File: src/sv/dlpw_pkg.sv
// shared types, constants and register map of the line pixel writer
package dlpw_pkg;

  localparam int DEFAULT_COORD_BITS = 12;
  localparam int ADDR_BITS          = 26;
  localparam int WORD_BITS          = 32;
  localparam int CHAN_BITS          = 8;
  localparam int OFFSET_BITS        = 5;
  localparam int STRIDE_BITS        = 15;
  localparam int HEIGHT_BITS        = 13;
  localparam int CFG_INDEX_BITS     = 3;
  localparam int CFG_DATA_BITS      = 15;

  // register map
  localparam logic [CFG_INDEX_BITS-1:0] REG_RED_OFFSET   = 3'd0;
  localparam logic [CFG_INDEX_BITS-1:0] REG_GREEN_OFFSET = 3'd1;
  localparam logic [CFG_INDEX_BITS-1:0] REG_BLUE_OFFSET  = 3'd2;
  localparam logic [CFG_INDEX_BITS-1:0] REG_ALPHA_OFFSET = 3'd3;
  localparam logic [CFG_INDEX_BITS-1:0] REG_ROW_STRIDE   = 3'd4;
  localparam logic [CFG_INDEX_BITS-1:0] REG_SCREEN_HEIGHT = 3'd5;

  // register reset values
  localparam logic [OFFSET_BITS-1:0] RST_RED_OFFSET   = 5'd16;
  localparam logic [OFFSET_BITS-1:0] RST_GREEN_OFFSET = 5'd8;
  localparam logic [OFFSET_BITS-1:0] RST_BLUE_OFFSET  = 5'd0;
  localparam logic [OFFSET_BITS-1:0] RST_ALPHA_OFFSET = 5'd24;
  localparam logic [STRIDE_BITS-1:0] RST_ROW_STRIDE   = 15'd2560;
  localparam logic [HEIGHT_BITS-1:0] RST_SCREEN_HEIGHT = 13'd480;

  // request codes
  localparam logic REQ_LINE = 1'b0;
  localparam logic REQ_TICK = 1'b1;

  typedef enum logic [1:0] {
    ST_IDLE,
    ST_DIV,
    ST_POS,
    ST_EMIT
  } state_t;

  // places one colour channel at its bit offset, bits past the top are lost
  function automatic logic [WORD_BITS-1:0] place_chan(input logic [CHAN_BITS-1:0] chan,
                                                      input logic [OFFSET_BITS-1:0] off);
    logic [WORD_BITS-1:0] wide;
    wide = {{(WORD_BITS-CHAN_BITS){1'b0}}, chan};
    return wide << off;
  endfunction

endpackage

File: src/sv/dlpw_div.sv
// bit-serial restoring divider, one quotient bit per cycle
module dlpw_div import dlpw_pkg::*; #(
  parameter int COORD_BITS = DEFAULT_COORD_BITS
) (
  input  logic                    clk,
  input  logic                    rst,
  input  logic                    start,
  input  logic [2*COORD_BITS-1:0] dividend,
  input  logic [COORD_BITS-1:0]   divisor,
  output logic                    done,
  output logic [COORD_BITS-1:0]   quotient
);

  localparam int CNT_BITS = $clog2(COORD_BITS);

  logic                  busy;
  logic [CNT_BITS-1:0]   cnt;
  logic [COORD_BITS-1:0] rem;
  logic [COORD_BITS-1:0] dvd;
  logic [COORD_BITS:0]   trial;
  logic                  fits;

  // the high half of the dividend is below the divisor, so the quotient fits
  assign trial = {rem, dvd[COORD_BITS-1]};
  assign fits  = trial >= {1'b0, divisor};

  always_ff @(posedge clk) begin
    if (rst) begin
      busy <= 1'b0;
      done <= 1'b0;
      cnt  <= '0;
    end else begin
      done <= busy && (cnt == CNT_BITS'(COORD_BITS - 1));
      if (start) begin
        busy <= 1'b1;
        cnt  <= '0;
      end else if (busy) begin
        cnt <= cnt + 1'b1;
        if (cnt == CNT_BITS'(COORD_BITS - 1)) begin
          busy <= 1'b0;
        end
      end
    end
  end

  always_ff @(posedge clk) begin
    if (start) begin
      rem <= dividend[2*COORD_BITS-1:COORD_BITS];
      dvd <= dividend[COORD_BITS-1:0];
    end else if (busy) begin
      rem      <= fits ? COORD_BITS'(trial - {1'b0, divisor}) : trial[COORD_BITS-1:0];
      dvd      <= {dvd[COORD_BITS-2:0], 1'b0};
      quotient <= {quotient[COORD_BITS-2:0], fits};
    end
  end

endmodule

File: src/sv/dda_line_pixel_writer.sv
// top level of the line rasterizer that emits framebuffer pixel writes
//
// usage:
// - input channel (in_valid/in_ready): req_type 0 is a line command that
//   latches the endpoints and packs the colour at the current channel offsets;
//   it gives no result. req_type 1 is a tick: while a line is drawing it
//   yields one pixel write, otherwise it is dropped without a result.
// - output channel (out_valid/out_ready): byte_address, pixel_word, in_bounds
//   and last_pixel of one pixel; a transfer takes the result out of the
//   output register.
// - config port: cfg_write with cfg_index/cfg_data, taken at once; write it
//   only while the block is idle.
// - a command is accepted in the idle state and leaves the block ready. a tick
//   that draws goes through these steps to a valid result: the two step
//   products are registered, the serial dividers are loaded, they form
//   their quotient bits (x and y side by side), the results are handed
//   over, then the point and the row/column address are registered in turn.
// - no new item is taken while a pixel is being worked out; commands and
//   dropped ticks go one per cycle while the block is idle.
// - stall: a finished pixel waits in the output register while the next
//   item is accepted; only the following pixel waits for the transfer.
// - reset: drawing stops, output goes empty, registers take reset values.
module dda_line_pixel_writer import dlpw_pkg::*; #(
  parameter int COORD_BITS = DEFAULT_COORD_BITS
) (
  input  logic                      clk,
  input  logic                      rst,
  // configuration
  input  logic                      cfg_write,
  input  logic [CFG_INDEX_BITS-1:0] cfg_index,
  input  logic [CFG_DATA_BITS-1:0]  cfg_data,
  // request channel
  input  logic                      in_valid,
  output logic                      in_ready,
  input  logic                      req_type,
  input  logic [COORD_BITS-1:0]     start_x,
  input  logic [COORD_BITS-1:0]     start_y,
  input  logic [COORD_BITS-1:0]     end_x,
  input  logic [COORD_BITS-1:0]     end_y,
  input  logic [CHAN_BITS-1:0]      red,
  input  logic [CHAN_BITS-1:0]      green,
  input  logic [CHAN_BITS-1:0]      blue,
  input  logic [CHAN_BITS-1:0]      alpha,
  // pixel write channel
  output logic                      out_valid,
  input  logic                      out_ready,
  output logic [ADDR_BITS-1:0]      byte_address,
  output logic [WORD_BITS-1:0]      pixel_word,
  output logic                      in_bounds,
  output logic                      last_pixel
);

  localparam int CB = COORD_BITS;
  localparam int CW = COORD_BITS + HEIGHT_BITS;  // wide enough to compare y with height
  localparam int RB = HEIGHT_BITS + STRIDE_BITS; // row offset product

  // configuration registers
  logic [OFFSET_BITS-1:0] red_offset, green_offset, blue_offset, alpha_offset;
  logic [STRIDE_BITS-1:0] row_stride;
  logic [HEIGHT_BITS-1:0] screen_height;

  // line state
  logic                 drawing;
  logic [CB-1:0]        origin_x, origin_y;
  logic [CB-1:0]        abs_x, abs_y;
  logic                 neg_x, neg_y;
  logic [CB-1:0]        run_length;
  logic [CB-1:0]        step_count;
  logic [WORD_BITS-1:0] color_word;

  // per-pixel work registers
  logic [2*CB-1:0]      prod_x, prod_y;
  logic                 last_r;
  logic [CB-1:0]        pos_x;
  logic [HEIGHT_BITS-1:0] pos_row;
  logic                 pos_inb;

  state_t state, state_next;
  logic   in_accept, line_accept, tick_go, emit_load;
  logic   div_start, div_done_x, div_done_y;
  logic [CB-1:0] quo_x, quo_y;

  // command decode of deltas
  logic [CB:0]   dx, dy;
  logic [CB-1:0] ax, ay;

  assign in_accept   = in_valid && in_ready;
  assign line_accept = in_accept && (req_type == REQ_LINE);

  always_comb begin
    dx = {1'b0, end_x} - {1'b0, start_x};
    dy = {1'b0, end_y} - {1'b0, start_y};
    ax = dx[CB] ? CB'(-dx) : dx[CB-1:0];
    ay = dy[CB] ? CB'(-dy) : dy[CB-1:0];
  end

  // control
  always_ff @(posedge clk) begin
    if (rst) begin
      state <= ST_IDLE;
    end else begin
      state <= state_next;
    end
  end

  always_comb begin
    state_next = state;
    in_ready   = 1'b0;
    tick_go    = 1'b0;
    emit_load  = 1'b0;
    unique case (state)
      ST_IDLE: begin
        in_ready = 1'b1;
        tick_go  = in_valid && (req_type == REQ_TICK) && drawing;
        if (tick_go) begin
          state_next = ST_DIV;
        end
      end
      ST_DIV: begin
        if (div_done_x && div_done_y) begin
          state_next = ST_POS;
        end
      end
      ST_POS: begin
        state_next = ST_EMIT;
      end
      ST_EMIT: begin
        emit_load = !out_valid || out_ready;
        if (emit_load) begin
          state_next = ST_IDLE;
        end
      end
      default: begin
        state_next = ST_IDLE;
      end
    endcase
  end

  // configuration writes
  always_ff @(posedge clk) begin
    if (rst) begin
      red_offset    <= RST_RED_OFFSET;
      green_offset  <= RST_GREEN_OFFSET;
      blue_offset   <= RST_BLUE_OFFSET;
      alpha_offset  <= RST_ALPHA_OFFSET;
      row_stride    <= RST_ROW_STRIDE;
      screen_height <= RST_SCREEN_HEIGHT;
    end else if (cfg_write) begin
      unique case (cfg_index)
        REG_RED_OFFSET:    red_offset    <= cfg_data[OFFSET_BITS-1:0];
        REG_GREEN_OFFSET:  green_offset  <= cfg_data[OFFSET_BITS-1:0];
        REG_BLUE_OFFSET:   blue_offset   <= cfg_data[OFFSET_BITS-1:0];
        REG_ALPHA_OFFSET:  alpha_offset  <= cfg_data[OFFSET_BITS-1:0];
        REG_ROW_STRIDE:    row_stride    <= cfg_data[STRIDE_BITS-1:0];
        REG_SCREEN_HEIGHT: screen_height <= cfg_data[HEIGHT_BITS-1:0];
        default: ;
      endcase
    end
  end

  // line state: a command restarts it, a drawing tick advances it
  always_ff @(posedge clk) begin
    if (rst) begin
      drawing <= 1'b0;
    end else if (line_accept) begin
      drawing <= 1'b1;
    end else if (tick_go && (step_count >= run_length)) begin
      drawing <= 1'b0;
    end
  end

  always_ff @(posedge clk) begin
    if (line_accept) begin
      origin_x   <= start_x;
      origin_y   <= start_y;
      neg_x      <= dx[CB];
      neg_y      <= dy[CB];
      abs_x      <= ax;
      abs_y      <= ay;
      run_length <= (ax > ay) ? ax : ay;
      step_count <= '0;
      color_word <= place_chan(red, red_offset) | place_chan(green, green_offset) |
                    place_chan(blue, blue_offset) | place_chan(alpha, alpha_offset);
    end else if (tick_go) begin
      // step products i*|d| feed the dividers next cycle
      prod_x <= {{CB{1'b0}}, step_count} * {{CB{1'b0}}, abs_x};
      prod_y <= {{CB{1'b0}}, step_count} * {{CB{1'b0}}, abs_y};
      last_r <= step_count >= run_length;
      if (step_count < run_length) begin
        step_count <= step_count + 1'b1;
      end
    end
  end

  // dividers start the cycle after the products settle
  always_ff @(posedge clk) begin
    if (rst) begin
      div_start <= 1'b0;
    end else begin
      div_start <= tick_go;
    end
  end

  dlpw_div #(.COORD_BITS(CB)) u_div_x (
    .clk      (clk),
    .rst      (rst),
    .start    (div_start),
    .dividend (prod_x),
    .divisor  (run_length),
    .done     (div_done_x),
    .quotient (quo_x)
  );

  dlpw_div #(.COORD_BITS(CB)) u_div_y (
    .clk      (clk),
    .rst      (rst),
    .start    (div_start),
    .dividend (prod_y),
    .divisor  (run_length),
    .done     (div_done_y),
    .quotient (quo_y)
  );

  // point, bounds check and flipped row
  logic [CB-1:0] mag_x, mag_y, pt_x, pt_y;
  logic [CW-1:0] y_wide, h_wide, row_wide;

  always_comb begin
    // zero-length line: quotient is meaningless, the point is the origin
    mag_x    = (run_length == '0) ? '0 : quo_x;
    mag_y    = (run_length == '0) ? '0 : quo_y;
    pt_x     = neg_x ? origin_x - mag_x : origin_x + mag_x;
    pt_y     = neg_y ? origin_y - mag_y : origin_y + mag_y;
    y_wide   = {{HEIGHT_BITS{1'b0}}, pt_y};
    h_wide   = {{CB{1'b0}}, screen_height};
    row_wide = h_wide - CW'(1) - y_wide;
  end

  always_ff @(posedge clk) begin
    if (state == ST_POS) begin
      pos_x   <= pt_x;
      pos_inb <= y_wide < h_wide;
      pos_row <= row_wide[HEIGHT_BITS-1:0];
    end
  end

  // address and output register
  logic [RB-1:0]        row_off;
  logic [ADDR_BITS-1:0] col_off, addr;

  always_comb begin
    row_off = {{STRIDE_BITS{1'b0}}, pos_row} * {{HEIGHT_BITS{1'b0}}, row_stride};
    col_off = {{(ADDR_BITS-CB-2){1'b0}}, pos_x, 2'b00};
    addr    = pos_inb ? col_off + row_off[ADDR_BITS-1:0] : '0;
  end

  always_ff @(posedge clk) begin
    if (rst) begin
      out_valid <= 1'b0;
    end else if (emit_load) begin
      out_valid <= 1'b1;
    end else if (out_ready) begin
      out_valid <= 1'b0;
    end
  end

  always_ff @(posedge clk) begin
    if (emit_load) begin
      byte_address <= addr;
      pixel_word   <= color_word;
      in_bounds    <= pos_inb;
      last_pixel   <= last_r;
    end
  end

endmodule

File: config.mk
export PLATFORM = sky130hd
export DESIGN_NAME = dda_line_pixel_writer
export DESIGN_NICKNAME = d
export VERILOG_FILES = /design/src/sv/dlpw_pkg.sv /design/src/sv/dlpw_div.sv /design/src/sv/dda_line_pixel_writer.sv
export SDC_FILE = /design/constraint.sdc
export NUM_CORES = 2
export LEC_CHECK = 0
export BUFFER_PORTS_ARGS = -buffer_cell sky130_fd_sc_hd__buf_2
export CELL_PAD_IN_SITES_DETAIL_PLACEMENT = 0
export CELL_PAD_IN_SITES_GLOBAL_PLACEMENT = 2
export CORE_ASPECT_RATIO = 0.6
export CORE_MARGIN = 2
export CORE_UTILIZATION = 40
export DETAILED_ROUTE_END_ITERATION = 6
export PLACE_DENSITY = 0.88
export SLEW_MARGIN = 20
export SYNTH_ARGS = -nofsm -noshare
export SYNTH_HDL_FRONTEND = slang
export SYNTH_SLANG_ARGS = --single-unit
File: constraint.sdc
create_clock -name clk -period 8.7 [get_ports clk]
set_input_delay 0 -clock clk [delete_from_list [all_inputs] [get_ports clk]]
set_output_delay 0 -clock clk [all_outputs]
set_load 0.02 [all_outputs]
==> run_results.csv <==
group,metric,value,unit
outcome,outcome,"completed",
run,maxCapViolations,0,
setup_path,cp_max_fo,15,
timing,setup_tns,0,ns
floorplan,fp.dieArea,94270,um^2
logic_synthesis,synth.avg_cell_area,9.523,um^2
clocking,clkTransAtPathRegs,0.06,ns
route,routed_wl,109.3,mm
setup_path,cp-start-kind,"register",
place,gp_congestion,0.9473,
timing,max-slew-margin-rel,25.32,%
logic_synthesis,synth-edff-count,301,
route,drc,0,
timing,rsz0062_at_grt,"no",
timing,post-route-min-period,6.699,ns
timing,fmax,0.1493,GHz
clocking,cts_max_level,2,
route,routedWlPerCell,20.85,um
logic_synthesis,synth_area,36700,um^2
route,viasPerCell,5.205,
global_route,grt_start_max_net_pins,61,
final_layout,multi_input_area,23290,um^2
worst_hold_path,holdPathStages,3,
clocking,cts_buffer_depth,3,
final_layout,num-fill-cells,8648,
setup_path,rrSetupSlack,2.00,ns
floorplan,core,90290,um^2
clocking,cts.sinks,378,
place,hpwl,88.25,mm
floorplan,fp-row-count,85,
final_layout,drive_above_1_share,8.718,%
place,io_buffers,165,
final_layout,syn_to_final_growth,11.09,%
timing,period_share,77.00,%
timing,final_hold_viol_count,0,
worst_hold_path,hold_path.class,"in2reg",
final_layout,mostFrequentLayoutCells,"599 x inv_1, 488 x nand2_1, 359 x fa_1",
clocking,cts_inserted_buffers,43,
final_layout,regArea,10580,um^2
route,postRouteAntennaNets,0,
floorplan,die_h,238.6,um
global_route,grt_pass1_vias,25820,
logic_synthesis,ys_types,78,
logic_synthesis,ys.flop_type,"edfxtp_1",
timing,drv_slew,0,
floorplan,die_w,395.0,um
setup_path,required,9.02,ns
worst_hold_path,timing.hold.worst_endpoint,"red_offset[1]",
route,vias,27300,
floorplan,ioPinCount,166,
global_route,track_usage,23.16,%
logic_synthesis,synth_nets,4647,
timing,fin_worst_skew,0.02362,ns
setup_path,path_class,"reg2reg",
timing,setup_violations,0,
place,place_area,38680,um^2
final_layout,fin_area,40770,um^2
final_layout,mostFrequentLayoutCell,"inv_1",
worst_hold_path,min_from,"rst",
setup_path,endpoint_kind,"register",
clocking,post_cts_buffers,0,
logic_synthesis,ys_seq_area_share,28.83,%
clocking,clock_latency,0.61,ns
global_route,grt-ovfl-total,0,
timing,worst_pin_slew,1.114,ns
global_route,grt_pass1_wl,165.2,mm
final_layout,fin_util,45.15,%
clocking,cts_tree,"built",
setup_path,cp.arrival,7.02,ns
power,peakVddDrop,0.1474,mV
final_layout,layout.nets,4784,
timing,hold-worst-slack,0.02494,ns
setup_path,r2r-end,"byte_address[25]",
power,p_leak,18.45,nW
setup_path,reg2regPathDepth,21,
power,power.density,161.1,nW/um^2
logic_synthesis,synth_seq_cells,378,
setup_path,r2r-start,"pos_row[1]",
final_layout,antenna_cells,0,
logic_synthesis,synthCells,3854,
logic_synthesis,async_reset_ff_share,0,%
clocking,root_buffer,"clkbuf_16",
floorplan,initial_core_util,40.65,%
power,total_power,6.569,mW
global_route,antenna_found_initial,9,
route,drt_pass1_iterations,5,
logic_synthesis,ys_warn_count,0,
route,drt-initial-drc-count,2729,
## how the worst max path moves through the flow
stage | start | to | depth (start not counted)
6_report | pos_row[1] | byte_address[25] | 21
5_1_grt | pos_row[1] | byte_address[25] | 21
4_1_cts | pos_row[1] | byte_address[25] | 21
2_1_floorplan | pos_row[1] | byte_address[25] | 22
3_3_place_gp | pos_row[1] | byte_address[25] | 21
3_5_place_dp | pos_row[1] | byte_address[25] | 21
## per-stage QoR
step / cells / setup slack [ns]
2_1_floorplan: 3854 / 2.588
3_3_place_gp: 5106 / 2.099
3_5_place_dp: 5106 / 2.008
4_1_cts: 5244 / 2.000
5_1_grt: 5244 / 1.589
6_report: 5244 / 2.001
## layout make-up
| type | count | share of cell area [%] |
|---|---|---|
| flip-flops and latches | 378 | 25.95 |
| clock inverters | 30 | 0.9513 |
| clock buffers | 50 | 2.753 |
| repair buffers | 248 | 3.910 |
| multi-input cells | 2715 | 57.13 |
| well taps | 1218 | 3.738 |
| inverters | 605 | 5.570 |
## cells by family (layout without fill, tap and decap cells)
group | after synthesis | count (layout) | share of synthesized area, %
flip-flops | 378 | 378 | 28.83
adder cells (fa/ha/maj) | 689 | 689 | 30.83
buffers and inverters | 761 | 933 | 7.800
AND/OR/NAND/NOR | 1188 | 1188 | 15.15
AO/OA/AOI/OAI | 547 | 547 | 9.802
multiplexers | 133 | 133 | 3.818
XOR/XNOR | 158 | 158 | 3.771
## worst max-delay path, stage by stage (launching register included)
cell      delay (ns)
edfxtp_1        0.59
and2_1          0.28
fa_1            0.53
inv_1           0.05
fa_1            0.47
inv_1           0.05
fa_1            0.53
fa_1            0.52
fa_1            0.49
inv_1           0.05
fa_1            0.47
inv_1           0.04
ha_1            0.32
and3_1          0.22
a221oi_1        0.33
o21a_1          0.16
o21ai_0         0.24
a211o_1         0.39
a211oi_1        0.32
a21oi_1         0.14
xnor2_1         0.17
nor2_1          0.06
## flip-flops by register name, summed over array words and instances (netlist names), 13 cells and up
| signal | flops |
|---|---|
| prod_x | 24 |
| row_stride | 15 |
| pos_row | 13 |
| color_word | 32 |
| byte_address | 26 |
| pixel_word | 32 |
| screen_height | 13 |
| prod_y | 24 |
## repair_timing
| item | 4_1_cts | 5_1_grt |
|---|---|---|
| endpoints found under the hold margin | 77 | 0 |
| gates resized for setup | 0 | 0 |
| hold buffers | 58 | 0 |
## power breakdown
group / switching, mW / total, mW / internal, mW / leakage, nW
clock network: 0.868 / 2.00 / 1.13 / 0.727
logic: 1.33 / 2.20 / 0.871 / 14.3
registers: 0.204 / 2.37 / 2.17 / 3.38
total: 2.40 / 6.57 / 4.17 / 18.5
## routing by layer
| layer | routed length, um | vias to the layer above | track usage [%] |
|---|---|---|---|
| li1 | - | 12960 | - |
| met1 | 58450 | 13250 | 39.25 |
| met2 | 37280 | 990 | 27.26 |
| met3 | 12160 | 92 | 7.709 |
| met4 | 1396 | 6 | 3.262 |
| met5 | 44 | - | 0 |
## cell usage after synthesis (all sizes together) (15+ instances only)
master    n  share of area, %
o21a     22              0.45
a21o     42              0.86
dfxtp    77               4.2
clkbuf  146               1.5
ha      330                11
a21boi   15              0.31
a21oi   156               2.1
nand4    15              0.26
edfxtp  301                25
mux2i    77               2.1
nor2    236               2.4
xnor2    98               2.3
a31oi    19              0.32
o21ai   110               1.5
fa      359                20
nand2   488               5.0
inv     601               6.1
o22ai    24              0.41
nand3    41              0.56
a22oi    20              0.41
nor3     37              0.50
nor2b    34              0.60
and2    231               3.9
nand2b   38              0.65
mux2     56               1.7
xor2     60               1.4
No activity file was read; power rests on OpenSTA's default activity.
